**src/design/ps2d_pkg.sv**
```systemverilog
// Shared types and constants for the PS/2 mouse packet decoder.
// Used by every module of the block; depends on nothing.
package ps2d_pkg;

  // Device kinds held in the device_kind register
  localparam logic [1:0] KIND_STD   = 2'd0;
  localparam logic [1:0] KIND_WHEEL = 2'd1;
  localparam logic [1:0] KIND_FIVE  = 2'd2;

  // Configuration register indexes
  localparam logic [1:0] CFG_DEVICE_KIND   = 2'd0;
  localparam logic [1:0] CFG_FRAME_PRESENT = 2'd1;
  localparam logic [1:0] CFG_SCREEN_WIDTH  = 2'd2;
  localparam logic [1:0] CFG_SCREEN_HEIGHT = 2'd3;

  // Wheel step codes
  localparam logic [1:0] WHEEL_NONE = 2'd0;
  localparam logic [1:0] WHEEL_UP   = 2'd1;
  localparam logic [1:0] WHEEL_DOWN = 2'd2;

  // Byte positions within a packet
  localparam logic [1:0] POS_FLAGS = 2'd0;
  localparam logic [1:0] POS_DX    = 2'd1;
  localparam logic [1:0] POS_DY    = 2'd2;
  localparam logic [1:0] POS_EXTRA = 2'd3;

  // Flag byte bits
  localparam int SYNC_BIT  = 3;
  localparam int X_OVF_BIT = 6;
  localparam int Y_OVF_BIT = 7;

  localparam int SIZE_WIDTH = 13;

  // Reset values
  localparam logic [SIZE_WIDTH-1:0] SCREEN_WIDTH_RST  = 13'd640;
  localparam logic [SIZE_WIDTH-1:0] SCREEN_HEIGHT_RST = 13'd480;
  localparam int POS_X_RST = 200;
  localparam int POS_Y_RST = 145;

  // One classified packet, front to back
  typedef struct packed {
    logic              drop;
    logic [4:0]        buttons;
    logic [1:0]        wheel;
    logic signed [7:0] dx;
    logic signed [7:0] dy;
  } pkt_t;

  // Screen settings seen by the back part
  typedef struct packed {
    logic                  frame_present;
    logic [SIZE_WIDTH-1:0] screen_width;
    logic [SIZE_WIDTH-1:0] screen_height;
  } screen_cfg_t;

endpackage

```
**src/design/ps2d_front.sv**
```systemverilog
// Front part: frames raw mouse bytes into packets and classifies them.
// Depends on ps2d_pkg.
module ps2d_front (
  input  logic                clk,
  input  logic                rst,
  input  logic [1:0]          device_kind,
  input  logic                take,
  input  logic [7:0]          rx_byte,
  output logic                push,
  output ps2d_pkg::pkt_t      pkt
);

  logic [1:0] byte_pos;
  logic [7:0] store [3];
  logic       four;
  logic       sync_ok;
  logic       last;
  logic [7:0] flags;
  logic [7:0] extra;

  assign four    = (device_kind == ps2d_pkg::KIND_WHEEL) ||
                   (device_kind == ps2d_pkg::KIND_FIVE);
  assign sync_ok = (byte_pos != ps2d_pkg::POS_FLAGS) || rx_byte[ps2d_pkg::SYNC_BIT];
  assign last    = four ? (byte_pos == ps2d_pkg::POS_EXTRA)
                        : (byte_pos == ps2d_pkg::POS_DY || byte_pos == ps2d_pkg::POS_EXTRA);
  assign push    = take && sync_ok && last;

  // Advance the byte position, drop out-of-sync first bytes
  always_ff @(posedge clk) begin
    if (rst) begin
      byte_pos <= ps2d_pkg::POS_FLAGS;
    end else if (take && sync_ok) begin
      byte_pos <= last ? ps2d_pkg::POS_FLAGS : byte_pos + 2'd1;
    end
  end

  // Hold the first three bytes of the packet
  always_ff @(posedge clk) begin
    if (take && sync_ok && byte_pos != ps2d_pkg::POS_EXTRA) begin
      store[byte_pos] <= rx_byte;
    end
  end

  // Assemble and classify the completed packet
  always_comb begin
    flags = (byte_pos == ps2d_pkg::POS_FLAGS) ? rx_byte : store[0];
    extra = (byte_pos == ps2d_pkg::POS_EXTRA) ? rx_byte : 8'd0;
    pkt.dx = (byte_pos == ps2d_pkg::POS_DX) ? rx_byte : store[1];
    pkt.dy = (byte_pos == ps2d_pkg::POS_DY) ? rx_byte : store[2];
    pkt.drop = flags[ps2d_pkg::X_OVF_BIT] | flags[ps2d_pkg::Y_OVF_BIT];
    pkt.buttons = {2'b00, flags[2:0]};
    if (device_kind == ps2d_pkg::KIND_FIVE) begin
      pkt.buttons[4:3] = extra[5:4];
    end
    pkt.wheel = ps2d_pkg::WHEEL_NONE;
    if (four && extra[3:0] != 4'd0) begin
      pkt.wheel = extra[3] ? ps2d_pkg::WHEEL_DOWN : ps2d_pkg::WHEEL_UP;
    end
  end

endmodule

```
**src/design/ps2d_fifo.sv**
```systemverilog
// Two-entry packet queue between the front and back parts.
// Depends on ps2d_pkg.
module ps2d_fifo (
  input  logic           clk,
  input  logic           rst,
  input  logic           push,
  input  ps2d_pkg::pkt_t push_pkt,
  input  logic           pop,
  output logic           full,
  output logic           not_empty,
  output ps2d_pkg::pkt_t pop_pkt
);

  localparam int DEPTH = 2;

  ps2d_pkg::pkt_t entries [DEPTH];
  logic       wr_ptr;
  logic       rd_ptr;
  logic [1:0] count;

  assign full      = (count == 2'(DEPTH));
  assign not_empty = (count != 2'd0);
  assign pop_pkt   = entries[rd_ptr];

  // Advance pointers and occupancy
  always_ff @(posedge clk) begin
    if (rst) begin
      wr_ptr <= 1'b0;
      rd_ptr <= 1'b0;
      count  <= 2'd0;
    end else begin
      if (push) begin
        wr_ptr <= ~wr_ptr;
      end
      if (pop) begin
        rd_ptr <= ~rd_ptr;
      end
      if (push && !pop) begin
        count <= count + 2'd1;
      end else if (pop && !push) begin
        count <= count - 2'd1;
      end
    end
  end

  // Store the pushed packet
  always_ff @(posedge clk) begin
    if (push) begin
      entries[wr_ptr] <= push_pkt;
    end
  end

endmodule

```
**src/design/ps2d_back.sv**
```systemverilog
// Back part: applies packets to the cursor and button state, drives the result register.
// Depends on ps2d_pkg.
module ps2d_back #(
  parameter int COORD_WIDTH = 12
) (
  input  logic                    clk,
  input  logic                    rst,
  input  ps2d_pkg::screen_cfg_t   cfg,
  input  logic                    q_valid,
  input  ps2d_pkg::pkt_t          q_pkt,
  output logic                    pop,
  output logic                    out_valid,
  input  logic                    out_ready,
  output logic [COORD_WIDTH-1:0]  cursor_x,
  output logic [COORD_WIDTH-1:0]  cursor_y,
  output logic [4:0]              button_state,
  output logic [4:0]              button_pressed,
  output logic [1:0]              wheel_step,
  output logic                    overflow_drop
);

  localparam int SW = ((COORD_WIDTH > ps2d_pkg::SIZE_WIDTH) ? COORD_WIDTH
                                                            : ps2d_pkg::SIZE_WIDTH) + 2;
  localparam logic signed [SW-1:0] CMAX = SW'({COORD_WIDTH{1'b1}});

  logic [COORD_WIDTH-1:0] pos_x;
  logic [COORD_WIDTH-1:0] pos_y;
  logic [4:0]             prev_buttons;
  logic signed [SW-1:0]   x_sum;
  logic signed [SW-1:0]   y_sum;
  logic signed [SW-1:0]   x_hi;
  logic signed [SW-1:0]   y_hi;
  logic [COORD_WIDTH-1:0] x_next;
  logic [COORD_WIDTH-1:0] y_next;

  function automatic logic signed [SW-1:0] bound(input logic frame,
                                                  input logic [ps2d_pkg::SIZE_WIDTH-1:0] size);
    logic signed [SW-1:0] lim;
    lim = SW'(size) - SW'(1);
    if (!frame) begin
      return CMAX;
    end else if (size == '0) begin
      return '0;
    end else if (lim > CMAX) begin
      return CMAX;
    end
    return lim;
  endfunction

  function automatic logic [COORD_WIDTH-1:0] clamp(input logic signed [SW-1:0] v,
                                                   input logic signed [SW-1:0] hi);
    if (v < 0) begin
      return '0;
    end else if (v > hi) begin
      return hi[COORD_WIDTH-1:0];
    end
    return v[COORD_WIDTH-1:0];
  endfunction

  // Move and clamp the cursor
  always_comb begin
    x_sum  = SW'(pos_x) + SW'(q_pkt.dx);
    y_sum  = SW'(pos_y) - SW'(q_pkt.dy);
    x_hi   = bound(cfg.frame_present, cfg.screen_width);
    y_hi   = bound(cfg.frame_present, cfg.screen_height);
    x_next = clamp(x_sum, x_hi);
    y_next = clamp(y_sum, y_hi);
  end

  assign pop = q_valid && (!out_valid || out_ready);

  // Update cursor and button state on each applied packet
  always_ff @(posedge clk) begin
    if (rst) begin
      pos_x        <= COORD_WIDTH'(ps2d_pkg::POS_X_RST);
      pos_y        <= COORD_WIDTH'(ps2d_pkg::POS_Y_RST);
      prev_buttons <= 5'd0;
    end else if (pop && !q_pkt.drop) begin
      pos_x        <= x_next;
      pos_y        <= y_next;
      prev_buttons <= q_pkt.buttons;
    end
  end

  // Result register: load on pop, clear valid once the beat is taken
  always_ff @(posedge clk) begin
    if (rst) begin
      out_valid <= 1'b0;
    end else if (pop) begin
      out_valid <= 1'b1;
    end else if (out_ready) begin
      out_valid <= 1'b0;
    end
  end

  always_ff @(posedge clk) begin
    if (pop) begin
      overflow_drop <= q_pkt.drop;
      if (q_pkt.drop) begin
        cursor_x       <= pos_x;
        cursor_y       <= pos_y;
        button_state   <= prev_buttons;
        button_pressed <= 5'd0;
        wheel_step     <= ps2d_pkg::WHEEL_NONE;
      end else begin
        cursor_x       <= x_next;
        cursor_y       <= y_next;
        button_state   <= q_pkt.buttons;
        button_pressed <= q_pkt.buttons & ~prev_buttons;
        wheel_step     <= q_pkt.wheel;
      end
    end
  end

endmodule

```
**src/design/ps2_mouse_packet_decoder.sv**
```systemverilog
// PS/2 mouse packet decoder top level: config registers, front, queue, back.
// Throughput: one byte per cycle, set by the front framing logic, while the
// two-entry packet queue has room; a last byte is queued, then the back part
// applies one packet per cycle while its result register is free or taken.
// Reset: rst is synchronous; framing, buttons, cursor (200,145) and config reset.
// Depends on ps2d_pkg, ps2d_front, ps2d_fifo, ps2d_back.
module ps2_mouse_packet_decoder #(
  parameter int COORD_WIDTH = 12
) (
  input  logic                   clk,
  input  logic                   rst,
  input  logic                   cfg_we,
  input  logic [1:0]             cfg_index,
  input  logic [12:0]            cfg_data,
  input  logic                   in_valid,
  output logic                   in_ready,
  input  logic [7:0]             rx_byte,
  output logic                   out_valid,
  input  logic                   out_ready,
  output logic [COORD_WIDTH-1:0] cursor_x,
  output logic [COORD_WIDTH-1:0] cursor_y,
  output logic [4:0]             button_state,
  output logic [4:0]             button_pressed,
  output logic [1:0]             wheel_step,
  output logic                   overflow_drop
);

  logic [1:0]            device_kind;
  ps2d_pkg::screen_cfg_t screen_cfg;
  logic                  take;
  logic                  push;
  ps2d_pkg::pkt_t        front_pkt;
  logic                  q_full;
  logic                  q_valid;
  ps2d_pkg::pkt_t        q_pkt;
  logic                  pop;

  // Configuration registers
  always_ff @(posedge clk) begin
    if (rst) begin
      device_kind              <= ps2d_pkg::KIND_STD;
      screen_cfg.frame_present <= 1'b1;
      screen_cfg.screen_width  <= ps2d_pkg::SCREEN_WIDTH_RST;
      screen_cfg.screen_height <= ps2d_pkg::SCREEN_HEIGHT_RST;
    end else if (cfg_we) begin
      unique case (cfg_index)
        ps2d_pkg::CFG_DEVICE_KIND:   device_kind              <= cfg_data[1:0];
        ps2d_pkg::CFG_FRAME_PRESENT: screen_cfg.frame_present <= cfg_data[0];
        ps2d_pkg::CFG_SCREEN_WIDTH:  screen_cfg.screen_width  <= cfg_data;
        ps2d_pkg::CFG_SCREEN_HEIGHT: screen_cfg.screen_height <= cfg_data;
        default: ;
      endcase
    end
  end

  assign in_ready = !q_full;
  assign take     = in_valid && in_ready;

  ps2d_front u_front (
    .clk         (clk),
    .rst         (rst),
    .device_kind (device_kind),
    .take        (take),
    .rx_byte     (rx_byte),
    .push        (push),
    .pkt         (front_pkt)
  );

  ps2d_fifo u_fifo (
    .clk       (clk),
    .rst       (rst),
    .push      (push),
    .push_pkt  (front_pkt),
    .pop       (pop),
    .full      (q_full),
    .not_empty (q_valid),
    .pop_pkt   (q_pkt)
  );

  ps2d_back #(
    .COORD_WIDTH (COORD_WIDTH)
  ) u_back (
    .clk            (clk),
    .rst            (rst),
    .cfg            (screen_cfg),
    .q_valid        (q_valid),
    .q_pkt          (q_pkt),
    .pop            (pop),
    .out_valid      (out_valid),
    .out_ready      (out_ready),
    .cursor_x       (cursor_x),
    .cursor_y       (cursor_y),
    .button_state   (button_state),
    .button_pressed (button_pressed),
    .wheel_step     (wheel_step),
    .overflow_drop  (overflow_drop)
  );

endmodule

```
**config.mk**
```make
export PLATFORM = sky130hd
export DESIGN_NAME = ps2_mouse_packet_decoder
export DESIGN_NICKNAME = d
export VERILOG_FILES = /design/src/design/ps2d_pkg.sv /design/src/design/ps2d_front.sv /design/src/design/ps2d_fifo.sv /design/src/design/ps2d_back.sv /design/src/design/ps2_mouse_packet_decoder.sv
export SDC_FILE = /design/constraint.sdc
export NUM_CORES = 1
export LEC_CHECK = 0
export ABC_AREA = 1
export BUFFER_PORTS_ARGS = -buffer_cell sky130_fd_sc_hd__buf_2
export CAP_MARGIN = 10
export CORE_ASPECT_RATIO = 0.6
export CORE_UTILIZATION = 45
export DETAILED_ROUTE_END_ITERATION = 8
export PLACE_DENSITY = 0.58
export SLEW_MARGIN = 20
export SYNTH_ARGS = -nofsm -noshare
export SYNTH_HDL_FRONTEND = slang
export SYNTH_HIERARCHICAL = 1
export SYNTH_SLANG_ARGS = --single-unit
```
**constraint.sdc**
```tcl
create_clock -name clk -period 4.45 [get_ports clk]
set_input_delay 0.2225 -clock clk [delete_from_list [all_inputs] [get_ports clk]]
set_output_delay 0.2225 -clock clk [all_outputs]
set_load 0.02 [all_outputs]
```
==> results by group, run 1 <==
Status
  • Status: completed

Detailed routing
  • Drt first-iter violations: 632
  • Via density: 4.940
  • Routed WL: approximately 26,000 µm
  • Wire length per cell: 14.96 µm
  • Final ANT Viol Nets: 0
  • DRC viols: 0
  • Via count: 8,586
  • First drt pass iteration count: 6

Synth
  • Post-synthesis sequential area ratio: a little over two fifths
  • Number of synthesized flops with an enable pin: between 100 and 150
  • Ys flop type: edfxtp_1
  • Syn Inst Count: 1,350
  • #FFs+latches synth: 172
  • Share of flip-flops with an asynchronous set or reset: 0%
  • Warnings from Yosys: 6
  • Syn_nets: 1,445
  • Netlist Area Pre-Place: approximately 0.011 mm²
  • Most frequent cell after synthesis: nand2_1
  • Largest area contributor in the netlist: edfxtp_1
  • Synth top area share: 29.69%
  • Yosys cell types: 44
  • Area contributors post-synth: edfxtp_1 30%, nand2_1 14%, dfxtp_1 12%, ha_1 7.6%, inv_1 6.4%
  • Post-Syn Area per Cell: 7.941 µm²
  • Post-synth top cells: 401 x nand2_1, 183 x inv_1, 114 x nor2_1

Timing
  • Pins Over Slew Limit: 0
  • Clk_skew: slightly below 9 ps
  • Tcrit/Tclk final: 91.86%
  • Fin crit period: 4088 ps
  • Final Hold Vio Count: 0
  • Final setup fails: 0
  • Relative slew slack: 28.07%
  • Fmax: 0.2446 GHz
  • Worst Tran Pin Value: ~1100 ps
  • RSZ-0062 raised after global routing: false
  • Setup Total Neg Slack: 0 ps

Critical path
  • Highest-delay cell along the critical path: ha_1
  • Kind of critical path: reg -> reg
  • Startpoint types: register
  • CP Buf/Inv Count: 2
  • Largest fanout on the critical path: 18
  • Crit-path max cell delay: 390 ps
  • Crit. End Element: register
  • Critical Path RT: roughly 4700 ps
  • Worst endpoint data arrival time: 4290 ps
  • CP dominant cell by count: nand2_1
  • Reg2reg end: u_back/cursor_x[4]
  • Worst Reg-to-Reg Cells: 25
  • Reg-to-reg slack, setup: 360 ps
  • Top delay family on crit path: simple AND/OR/NAND/NOR gates

Power
  • Leak Pwr: 5.833 nW
  • PwrDens: 662.2 mW/mm²
  • Max IR drop VDD: between 0.3 and 0.4 mV

Clock network
  • CTS Buffer Depth: 2
  • Clk sinks: roughly 170
  • CTS buffer count: 17
  • CTS tree: yes
  • Root Driver: clkbuf_16
  • Htree depth: 4
  • Worst skew pair latency: approximately 440 ps
  • Clk slew on worst S/H paths: 70 ps

Final layout
  • Area Growth Syn to Fin: 11.68%
  • Fin area: around 0.012 mm²
  • Share of post-route cells with drive strength above 1: 15.27%
  • Fin cells: 1,738
  • Final nets: 1,503

GRT
  • Largest net degree at the start of global routing: 40
  • First-pass GRT wire length: 41,150 µm
  • Vias in the first global route: ~7,600
  • Overflow after GRT: 0
  • Total track usage: 21.88%
  • Initial antenna violation count: 1

Min path
  • Min-delay worst type: in -> reg
  • Hold wc startpoint: rx_byte[2]
  • Hold path endpoint: u_front/store[1][2]
  • Hold Crit Depth: 1

Placed design
  • Port buffer count: 66
  • GPL Wtd Cong: roughly 0.95
  • Post-DP HPWL: 19,280 µm
  • Placed cell area: 0.01123 mm²
  • Placed Cells: around 1,700

Floorplanning
  • Die Height: 121.6 µm
  • # rows: 43
  • Die area: 0.02446 mm²
  • # IOs: 67
  • Starting density of the core: a little under half
  • Die X: 201.3 µm
  • Core ar.: 0.02324 mm²

Run
  • Max cap viols: 0
-- report_power, final --
part	switching, W	leakage (nW)	total (W)	internal, W
logic	0.00260	3.99	0.00393	0.00133
clock network	0.000673	0.316	0.00168	0.00101
registers	0.000179	1.52	0.00232	0.00214
total	0.00345	5.83	0.00793	0.00448
-- per-stage QoR --
stage	utilization, %	hold slack [ps]	setup WS [ps]	total power, W
2_1_floorplan	-	294.9	780.1	0.005291
3_3_place_gp	48.30	447.7	415.0	0.006196
3_5_place_dp	48.30	451.2	321.7	0.006192
4_1_cts	51.36	12.18	291.3	0.007913
5_1_grt	51.49	15.30	11.21	0.008562
6_report	51.51	23.98	362.4	0.007928
-- registers in the layout (all words and copies together) (netlist names), named ones only --
signal                 count
u_back/prev_buttons        5
u_back/button_pressed      5
u_back/cursor_x           12
u_back/overflow_drop       1
u_front/store             21
u_fifo/count               2
u_fifo/rd_ptr              1
u_back/button_state        5
u_back/pos_y              12
u_back/out_valid           1
u_front/byte_pos           2
u_fifo/wr_ptr              1
u_back/pos_x              12
u_fifo/entries            48
screen_cfg                27
device_kind                2
u_back/wheel_step          2
u_back/cursor_y           12
-- cell families after synthesis --
family                   synth area share, %
AND/OR/NAND/NOR                        29.04
buffers and inverters                  9.769
flip-flops                             42.02
AO/OA/AOI/OAI                          5.112
adder cells (fa/ha/maj)                7.960
XOR/XNOR                               2.778
multiplexers                           3.326
-- area by class of cell --
cell class	count	area [µm²]
Fill cell	2231	11270
Multi-Input combinational cell	936	5189
Sequential cell	172	4504
Inverter	200	750.7
Timing Repair Buffer	81	467.9
Clock buffer	17	425.4
Tap cell	315	394.1
Clock inverter	15	236.5
Antenna cell	2	5.005
-- timing repair --
item	in CTS	in global routing
hold buffers	5	0
buffers inserted	0	2
gates resized for setup	0	5
hold endpoints to repair	12	0
endpoints found under the setup margin	0	37
-- worst max path at each step --
| stage | slack, ps | cells past startpoint | start | endpoint |
|---|---|---|---|---|
| global route | 10 | 24 | register | u_back/cursor_x[4] |
| global placement | 420 | 25 | register | u_back/cursor_y[1] |
| floorplan | 780 | 24 | register | u_back/cursor_y[7] |
| CTS | 290 | 23 | register | u_back/cursor_y[11] |
| detailed placement | 320 | 23 | register | u_back/cursor_y[11] |
| finish | 360 | 25 | register | u_back/cursor_x[4] |
-- layout by cell type (no fill, tap or decap), types with 2 or more instances in the layout --
cell           count
mux2_2             5
nand2_4            4
inv_6              2
bufinv_16          5
nor2_4             3
inv_2             18
o21a_1             2
nand3_1          108
a21o_1             3
nand4_1           11
nand3_4            2
xor2_1            22
o21ai_0           24
nor2_1           112
mux2_4            20
nand2_1          401
o21bai_1           2
nand2_2           28
ha_1              65
buf_2             66
a21oi_2            4
nand3b_1           2
nand3_2           10
o21ai_1            2
clkbuf_16         17
dfxtp_1           66
a21oi_1           61
diode_2            2
inv_1            181
buf_4              9
clkinvlp_4         2
nor2_2            10
clkinv_4           2
nor3_1            11
dlygate4sd3_1      5
clkinv_1           2
xnor2_1           12
edfxtp_1         106
-- metal layers --
layer	up-vias	global-route usage (%)	wire (µm)
met5	-	0	0
met3	18	5.110	1738
met2	230	30.23	10170
li1	4425	-	-
met1	3913	33.83	13850
met4	0	5.208	243
No activity file was read; power rests on OpenSTA's default activity.
==> run 2, diff against run 1 <==
--- a/config.mk
+++ b/config.mk
@@ -7,8 +7,7 @@
 export LEC_CHECK = 0
 export ABC_AREA = 1
 export BUFFER_PORTS_ARGS = -buffer_cell sky130_fd_sc_hd__buf_2
-export CAP_MARGIN = 10
-export CORE_ASPECT_RATIO = 0.6
+export CAP_MARGIN = 15
 export CORE_UTILIZATION = 45
 export DETAILED_ROUTE_END_ITERATION = 8
 export PLACE_DENSITY = 0.58
==> run 2 against run 1 <==
- cell count barely moved
- power fell by 2.1%
- flip-flop and latch count did not move
- combinational power barely moved
- maximum frequency rose by 0.49%
- critical path depth fell by 1
- clock power fell by 10%
- core utilization fell by 0.52 points
- critical endpoint is now u_back/cursor_x[9]
- non-clock buffer count fell by 1
==> results by group, run 2 (synthesis gave the netlist of run 1 again) <==
Clock network
  • CTS buffer count: 17 (unchanged)
  • Root Driver: clkbuf_16 (unchanged)
  • Htree depth: 4 (unchanged)
  • Clk slew on worst S/H paths: 80 ps (was 70 ps)
  • CTS tree: yes (unchanged)
  • Worst skew pair latency: 430 ps (was 440 ps)
  • Clk sinks: 172 (unchanged)
  • CTS Buffer Depth: 2 (unchanged)

Timing
  • Clk_skew: 13.19 ps (was 8.680 ps)
  • Worst Tran Pin Value: 1075 ps (was 1072 ps)
  • Final worst slack: 382.2 ps (was 362.4 ps)
  • Setup Total Neg Slack: 0 ps (unchanged)
  • Tcrit/Tclk final: 91.41% (was 91.86%)
  • Fin crit period: 4068 ps (was 4088 ps)
  • Relative slew slack: 28.22% (was 28.07%)
  • RSZ-0062 raised after global routing: false (unchanged)
  • Final Hold Vio Count: 0 (unchanged)
  • Fmax: 0.2458 GHz (was 0.2446 GHz)
  • Pins Over Slew Limit: 0 (unchanged)
  • Final setup fails: 0 (unchanged)

Detailed routing
  • DRC viols: 0 (unchanged)
  • First drt pass iteration count: 5 (was 6)
  • Wire length per cell: 14.22 µm (was 14.96 µm)
  • Drt first-iter violations: 582 (was 632)
  • Routed WL: 24,730 µm (was 26,000 µm)
  • Final ANT Viol Nets: 0 (unchanged)
  • Via density: 4.853 (was 4.940)
  • Via count: 8,440 (was 8,586)

Floorplanning
  • Die X: 156.3 µm (was 201.3 µm)
  • Die area: 0.02444 mm² (was 0.02446 mm²)
  • Core ar.: 0.02340 mm² (was 0.02324 mm²)
  • Die Height: 156.3 µm (was 121.6 µm)
  • Starting density of the core: 45.81% (was 46.12%)
  • # IOs: 67 (unchanged)
  • # rows: 56 (was 43)

Critical path
  • Crit. End Element: register (unchanged)
  • Kind of critical path: reg -> reg (unchanged)
  • Startpoint types: register (unchanged)
  • Reg2reg end: u_back/cursor_x[9] (was u_back/cursor_x[4])
  • Worst Reg-to-Reg Cells: 24 (was 25)
  • CP dominant cell by count: nand2_1 (unchanged)
  • Crit-path cells: buf_12, mux2_4, ha_1, fa_1, nand3_1, nand3_1, nand2_1, nand2_1, a21oi_1, xor2_1, ha_1, nand2_1, nand2_1, nand2_1, nand2_1, a21oi_1, nand2_1, nand2_1, nand3_4, buf_4, nand3_1, nand2_1, nand2_1, nand2_1
  • CP Buf/Inv Count: 2 (unchanged)
  • Critical Path RT: 4640 ps (was 4650 ps)
  • Largest fanout on the critical path: 12 (was 18)
  • Crit-path max cell delay: 450 ps (was 390 ps)
  • Top delay family on crit path: simple AND/OR/NAND/NOR gates (unchanged)
  • Highest-delay cell along the critical path: fa_1 (was ha_1)
  • Reg-to-reg slack, setup: 380 ps (was 360 ps)
  • Worst endpoint data arrival time: 4250 ps (was 4290 ps)

Final layout
  • Fill count: 2,285 (was 2,231)
  • Regs by FF count: u_fifo/entries (48), screen_cfg (27), u_front/store (21) (unchanged)
  • Reg with most FFs: u_fifo/entries (unchanged)
  • Largest register FFs: 48 (unchanged)
  • Share of post-route cells with drive strength above 1: 15.14% (was 15.27%)
  • Antenna Cells: 0 (was 2)
  • Most frequent cells in the layout: 401 x nand2_1, 181 x inv_1, 112 x nor2_1, 108 x nand3_1, 106 x edfxtp_1 (unchanged)
  • Final nets: 1,502 (was 1,503)
  • Seq. cell area: 0.004508 mm² (was 0.004504 mm²)
  • Multi-input logic area: 0.005181 mm² (was 0.005189 mm²)
  • Commonest non-fill, non-tap cell in the layout: nand2_1 (unchanged)
  • Area Growth Syn to Fin: 11.31% (was 11.68%)

GRT
  • Routing usage on met1: 27.78% (was 33.83%)
  • First-pass GRT wire length: 39,500 µm (was 41,150 µm)
  • GR peak layer: met2 (was met1)
  • Vias in the first global route: 7,907 (was 7,636)
  • Largest net degree at the start of global routing: 45 (was 40)
  • Initial antenna violation count: 0 (was 1)
  • Total track usage: 20.78% (was 21.88%)
  • Met3 GRT Util: 3.683% (was 5.110%)
  • GR Layer Usage met2: 34.55% (was 30.23%)
  • Overflow after GRT: 0 (unchanged)

Min path
  • Hold Crit Depth: 3 (was 1)
  • Min-delay worst type: in -> reg (unchanged)
  • Hold path endpoint: screen_cfg[7] (was u_front/store[1][2])
  • Hold wc startpoint: cfg_data[7] (was rx_byte[2])

Power
  • Max IR drop VDD: 0.2544 mV (was 0.3072 mV)
  • PwrDens: 650.4 mW/mm² (was 662.2 mW/mm²)
  • Leak Pwr: 5.811 nW (was 5.833 nW)

Placed design
  • Port buffer count: 66 (unchanged)
  • Pre-CTS setup slack: 209.5 ps (was 321.7 ps)
  • GPL Wtd Cong: 0.8797 (was 0.9516)
  • Post-DP HPWL: 18,040 µm (was 19,280 µm)

Status
  • Status: completed (unchanged)

Run
  • Max cap viols: 0 (unchanged)
-- run 2: changes by cell type in the layout (fill, tap and decap cells not counted), sizes merged --
cell	previous run	this run
diode	2	0
clkbuf	17	18
inv	202	205
dlygate4sd3	5	3
bufinv	5	1
clkinv	6	7
-- run 2: worst max-delay path by stage --
stage	start	endpoint	slack, ps	cells after the start
3_5_place_dp	register	u_back/cursor_y[11]	210	23
6_report	register	u_back/cursor_x[9]	380	24
2_1_floorplan	register	u_back/cursor_y[7]	780	24
5_1_grt	register	u_back/cursor_x[6]	40	24
4_1_cts	register	u_back/cursor_y[11]	180	23
3_3_place_gp	register	u_back/cursor_y[2]	320	25
-- run 2: power breakdown --
group          total (W)  switching (W)  internal, W  leakage [nW]
combinational    0.00392        0.00256      0.00136          3.99
clock            0.00151       0.000703     0.000807         0.294
sequential       0.00233       0.000190      0.00214          1.52
-- run 2: repair_timing --
action,CTS,global route
resized for setup,0,4
hold buffers,3,0
setup buffers,0,2
setup endpoints to repair,0,33
endpoints found under the hold margin,4,0
-- run 2: metrics by stage --
| stage | hold WS, ps | power, W | area, µm² | utilization, % | instances |
|---|---|---|---|---|---|
| after floorplan | 294.9 | 0.005291 | 10720 | - | 1350 |
| after global placement | 444.4 | 0.006169 | 11230 | 47.99 | 1701 |
| after detailed placement | 451.6 | 0.006188 | 11230 | 47.99 | 1701 |
| after CTS | 0.3308 | 0.007732 | 11870 | 50.70 | 1736 |
| after global routing | 10.99 | 0.008399 | 11930 | 50.99 | 1739 |
| final | 14.53 | 0.007761 | 11930 | 50.99 | 1739 |
-- run 2: cell type report --
type,instances,area share [%]
clock buffers,17,3.565
clock inverters,15,1.499
inverters,200,6.323
multi-input cells,936,43.42
flip-flops and latches,172,37.78
well taps,319,3.345
repair buffers,80,4.068
-- run 2: worst min-delay path, delay by kind of cell --
kind                   cells  cell delay (ps)
AND/OR/NAND/NOR            2              100
buffers and inverters      1               90
-- run 2: metal layers --
metal | share of wire [%] | vias up
li1 | - | 4426
met1 | 49 | 3849
met2 | 46 | 144
met3 | 3.5 | 21
met4 | 1.4 | 0
met5 | 0 | -
==> run 3, diff against run 2 <==
--- a/config.mk
+++ b/config.mk
@@ -10,7 +10,7 @@
 export CAP_MARGIN = 15
 export CORE_UTILIZATION = 45
 export DETAILED_ROUTE_END_ITERATION = 8
-export PLACE_DENSITY = 0.58
+export MAX_ROUTING_LAYER = met4
 export SLEW_MARGIN = 20
 export SYNTH_ARGS = -nofsm -noshare
 export SYNTH_HDL_FRONTEND = slang
==> run 3 against run 2 <==
- combinational power is essentially flat
- die area did not move
- clock skew grew 0.82 ps
- worst hold slack improved by 1.5 ps
- first-iteration DRC count shrank 11%
- final area rose by 0.16%
- largest power group unchanged
==> results by group, run 3 (synthesis gave the netlist of run 1 again) <==
Status
  • Status: completed (unchanged)

Detailed routing
  • Routed WL: 24,270 µm (was 24,730 µm)
  • Wire length per cell: 13.91 µm (was 14.22 µm)
  • Final ANT Viol Nets: 0 (unchanged)
  • First drt pass iteration count: 5 (unchanged)
  • Via count: 8,490 (was 8,440)
  • DRC viols: 0 (unchanged)
  • Drt first-iter violations: 517 (was 582)
  • Via density: 4.868 (was 4.853)

Power
  • Max IR drop VDD: 0.2515 mV (was 0.2544 mV)
  • Sequential power share: 30.1% (was 30.0%)
  • PwrDens: 648.4 mW/mm² (was 650.4 mW/mm²)
  • Clk pwr share: 19.4% (about the same)
  • Pint: 0.004284 W (was 0.004310 W)
  • Total Power: 0.007749 W (was 0.007761 W)
  • Leak Pwr: 5.832 nW (was 5.811 nW)
  • Switching fraction of total power: 44.71% (was 44.47%)
  • Combinational share of power: 50.5% (about the same)
  • P_sw: 0.003465 W (was 0.003451 W)

Final layout
  • Antenna Cells: 0 (unchanged)
  • Most frequent cells in the layout: 401 x nand2_1, 181 x inv_1, 112 x nor2_1, 108 x nand3_1, 106 x edfxtp_1 (unchanged)
  • Multi-input logic area: 0.005174 mm² (was 0.005181 mm²)
  • Seq. cell area: 0.004504 mm² (was 0.004508 mm²)
  • Largest register FFs: 48 (unchanged)
  • Reg with most FFs: u_fifo/entries (unchanged)
  • Regs by FF count: u_fifo/entries (48), screen_cfg (27), u_front/store (21) (unchanged)
  • Share of post-route cells with drive strength above 1: 15.23% (was 15.14%)
  • Final nets: 1,507 (was 1,502)
  • Fill count: 2,304 (was 2,285)
  • Commonest non-fill, non-tap cell in the layout: nand2_1 (unchanged)
  • Area Growth Syn to Fin: 11.48% (was 11.31%)

Timing
  • Final setup fails: 0 (unchanged)
  • Fmax: 0.2445 GHz (was 0.2458 GHz)
  • Pins Over Slew Limit: 0 (unchanged)
  • Relative slew slack: 32.31% (was 28.22%)
  • Fin crit period: 4091 ps (was 4068 ps)
  • Final Hold Vio Count: 0 (unchanged)
  • Tcrit/Tclk final: 91.93% (was 91.41%)
  • Clk_skew: 14.00 ps (was 13.19 ps)
  • RSZ-0062 raised after global routing: false (unchanged)
  • Worst Tran Pin Value: 1014 ps (was 1075 ps)
  • Setup Total Neg Slack: 0 ps (unchanged)

Critical path
  • Kind of critical path: reg -> reg (unchanged)
  • Startpoint types: register (unchanged)
  • Worst endpoint data arrival time: 4390 ps (was 4250 ps)
  • Largest fanout on the critical path: 17 (was 12)
  • Crit. End Element: register (unchanged)
  • Critical Path RT: 4750 ps (was 4640 ps)

Clock network
  • Clk sinks: 172 (unchanged)
  • Clk slew on worst S/H paths: 80 ps (about the same)
  • CTS tree: yes (unchanged)
  • Htree depth: 4 (unchanged)
  • Worst skew pair latency: 440 ps (was 430 ps)
  • CTS buffer count: 17 (unchanged)
  • Root Driver: clkbuf_16 (unchanged)
  • CTS Buffer Depth: 2 (unchanged)

GRT
  • Vias in the first global route: 7,849 (was 7,907)
  • Initial antenna violation count: 0 (unchanged)
  • Largest net degree at the start of global routing: 45 (unchanged)
  • Total track usage: 21.27% (was 20.78%)
  • Overflow after GRT: 0 (unchanged)
  • First-pass GRT wire length: 39,100 µm (was 39,500 µm)

Floorplanning
  • Die area: 0.02444 mm² (unchanged)
  • # rows: 56 (unchanged)
  • # IOs: 67 (unchanged)
  • Die Height: 156.3 µm (unchanged)
  • Die X: 156.3 µm (unchanged)
  • Starting density of the core: 45.81% (unchanged)
  • Core ar.: 0.02340 mm² (unchanged)

Min path
  • Min-delay worst type: in -> reg (unchanged)

Run
  • Max cap viols: 0 (unchanged)

Placed design
  • GPL Wtd Cong: 0.9083 (was 0.8797)
  • Port buffer count: 66 (unchanged)
  • Post-DP HPWL: 17,780 µm (was 18,040 µm)
==> run 3: final cells by class <==
cell class                 count  area share (%)
sequential                   172           37.69
timing repair buffer          85           4.418
multi-input combinational    936           43.29
clock inverter                15           1.392
clock buffer                  17           3.559
tap                          319           3.340
inverter                     200           6.313
==> run 3: final timing paths <==
path | startpoint | to | slack [ps] | cells past startpoint
max | register | u_back/cursor_x[1] | 360 | 24
min reg2reg | u_back/prev_buttons[1] | u_back/prev_buttons[1] | 480 | 2
min | cfg_data[8] | screen_cfg[8] | 20 | 3
max reg2reg | register | u_back/cursor_x[1] | 360 | 24
==> run 3: stage by stage <==
step	utilization (%)	std cells	worst slack [ps]	instance area [µm²]	hold slack [ps]
after floorplan	-	1350	780.1	10720	294.9
after global placement	47.99	1701	415.7	11230	442.4
after detailed placement	47.99	1701	252.3	11230	448.2
after CTS	50.82	1740	243.1	11890	4.033
after global routing	51.07	1744	13.50	11950	15.42
final	51.07	1744	359.3	11950	16.05
==> run 3: critical path, stage by stage (launching register included) <==
cell	delay [ps]
dfxtp_1	380
buf_12	190
mux2_4	320
ha_1	250
fa_1	460
nand3_1	120
nand2_1	90
nand2_1	100
nand2_1	70
xor2_1	300
ha_1	310
nand2_1	70
nand2_1	50
nand2_1	50
nand2_1	50
a21oi_1	160
nand2_1	70
nand2_1	70
nand3_2	190
nor2_8	220
buf_4	160
nand2_2	50
nand2_1	50
nand2_1	50
nand2_1	120
==> run 3: timing repair <==
item                                   in CTS  in global routing
hold buffers                                7                  0
resized for setup                           0                  2
setup endpoints to repair                   0                 24
endpoints found under the hold margin      13                  0
setup buffers                               0                  4
==> run 3: power by group through the flow <==
| stage | combinational, W | clock [W] | sequential (W) |
|---|---|---|---|
| floorplan | 0.00276 | 0 | 0.00254 |
| global placement | 0.00376 | 0 | 0.00236 |
| detailed placement | 0.00379 | 0 | 0.00237 |
| CTS | 0.00381 | 0.00154 | 0.00233 |
| global route | 0.00443 | 0.00160 | 0.00236 |
| finish | 0.00392 | 0.00150 | 0.00233 |
==> run 3: routing by layer <==
| metal | track usage (%) | routed length, µm | vias to the layer above |
|---|---|---|---|
| li1 | - | - | 4432 |
| met1 | 28.42 | 12030 | 3870 |
| met2 | 33.57 | 11100 | 165 |
| met3 | 2.935 | 828 | 23 |
| met4 | 6.209 | 304 | 0 |
| met5 | - | 0 | - |
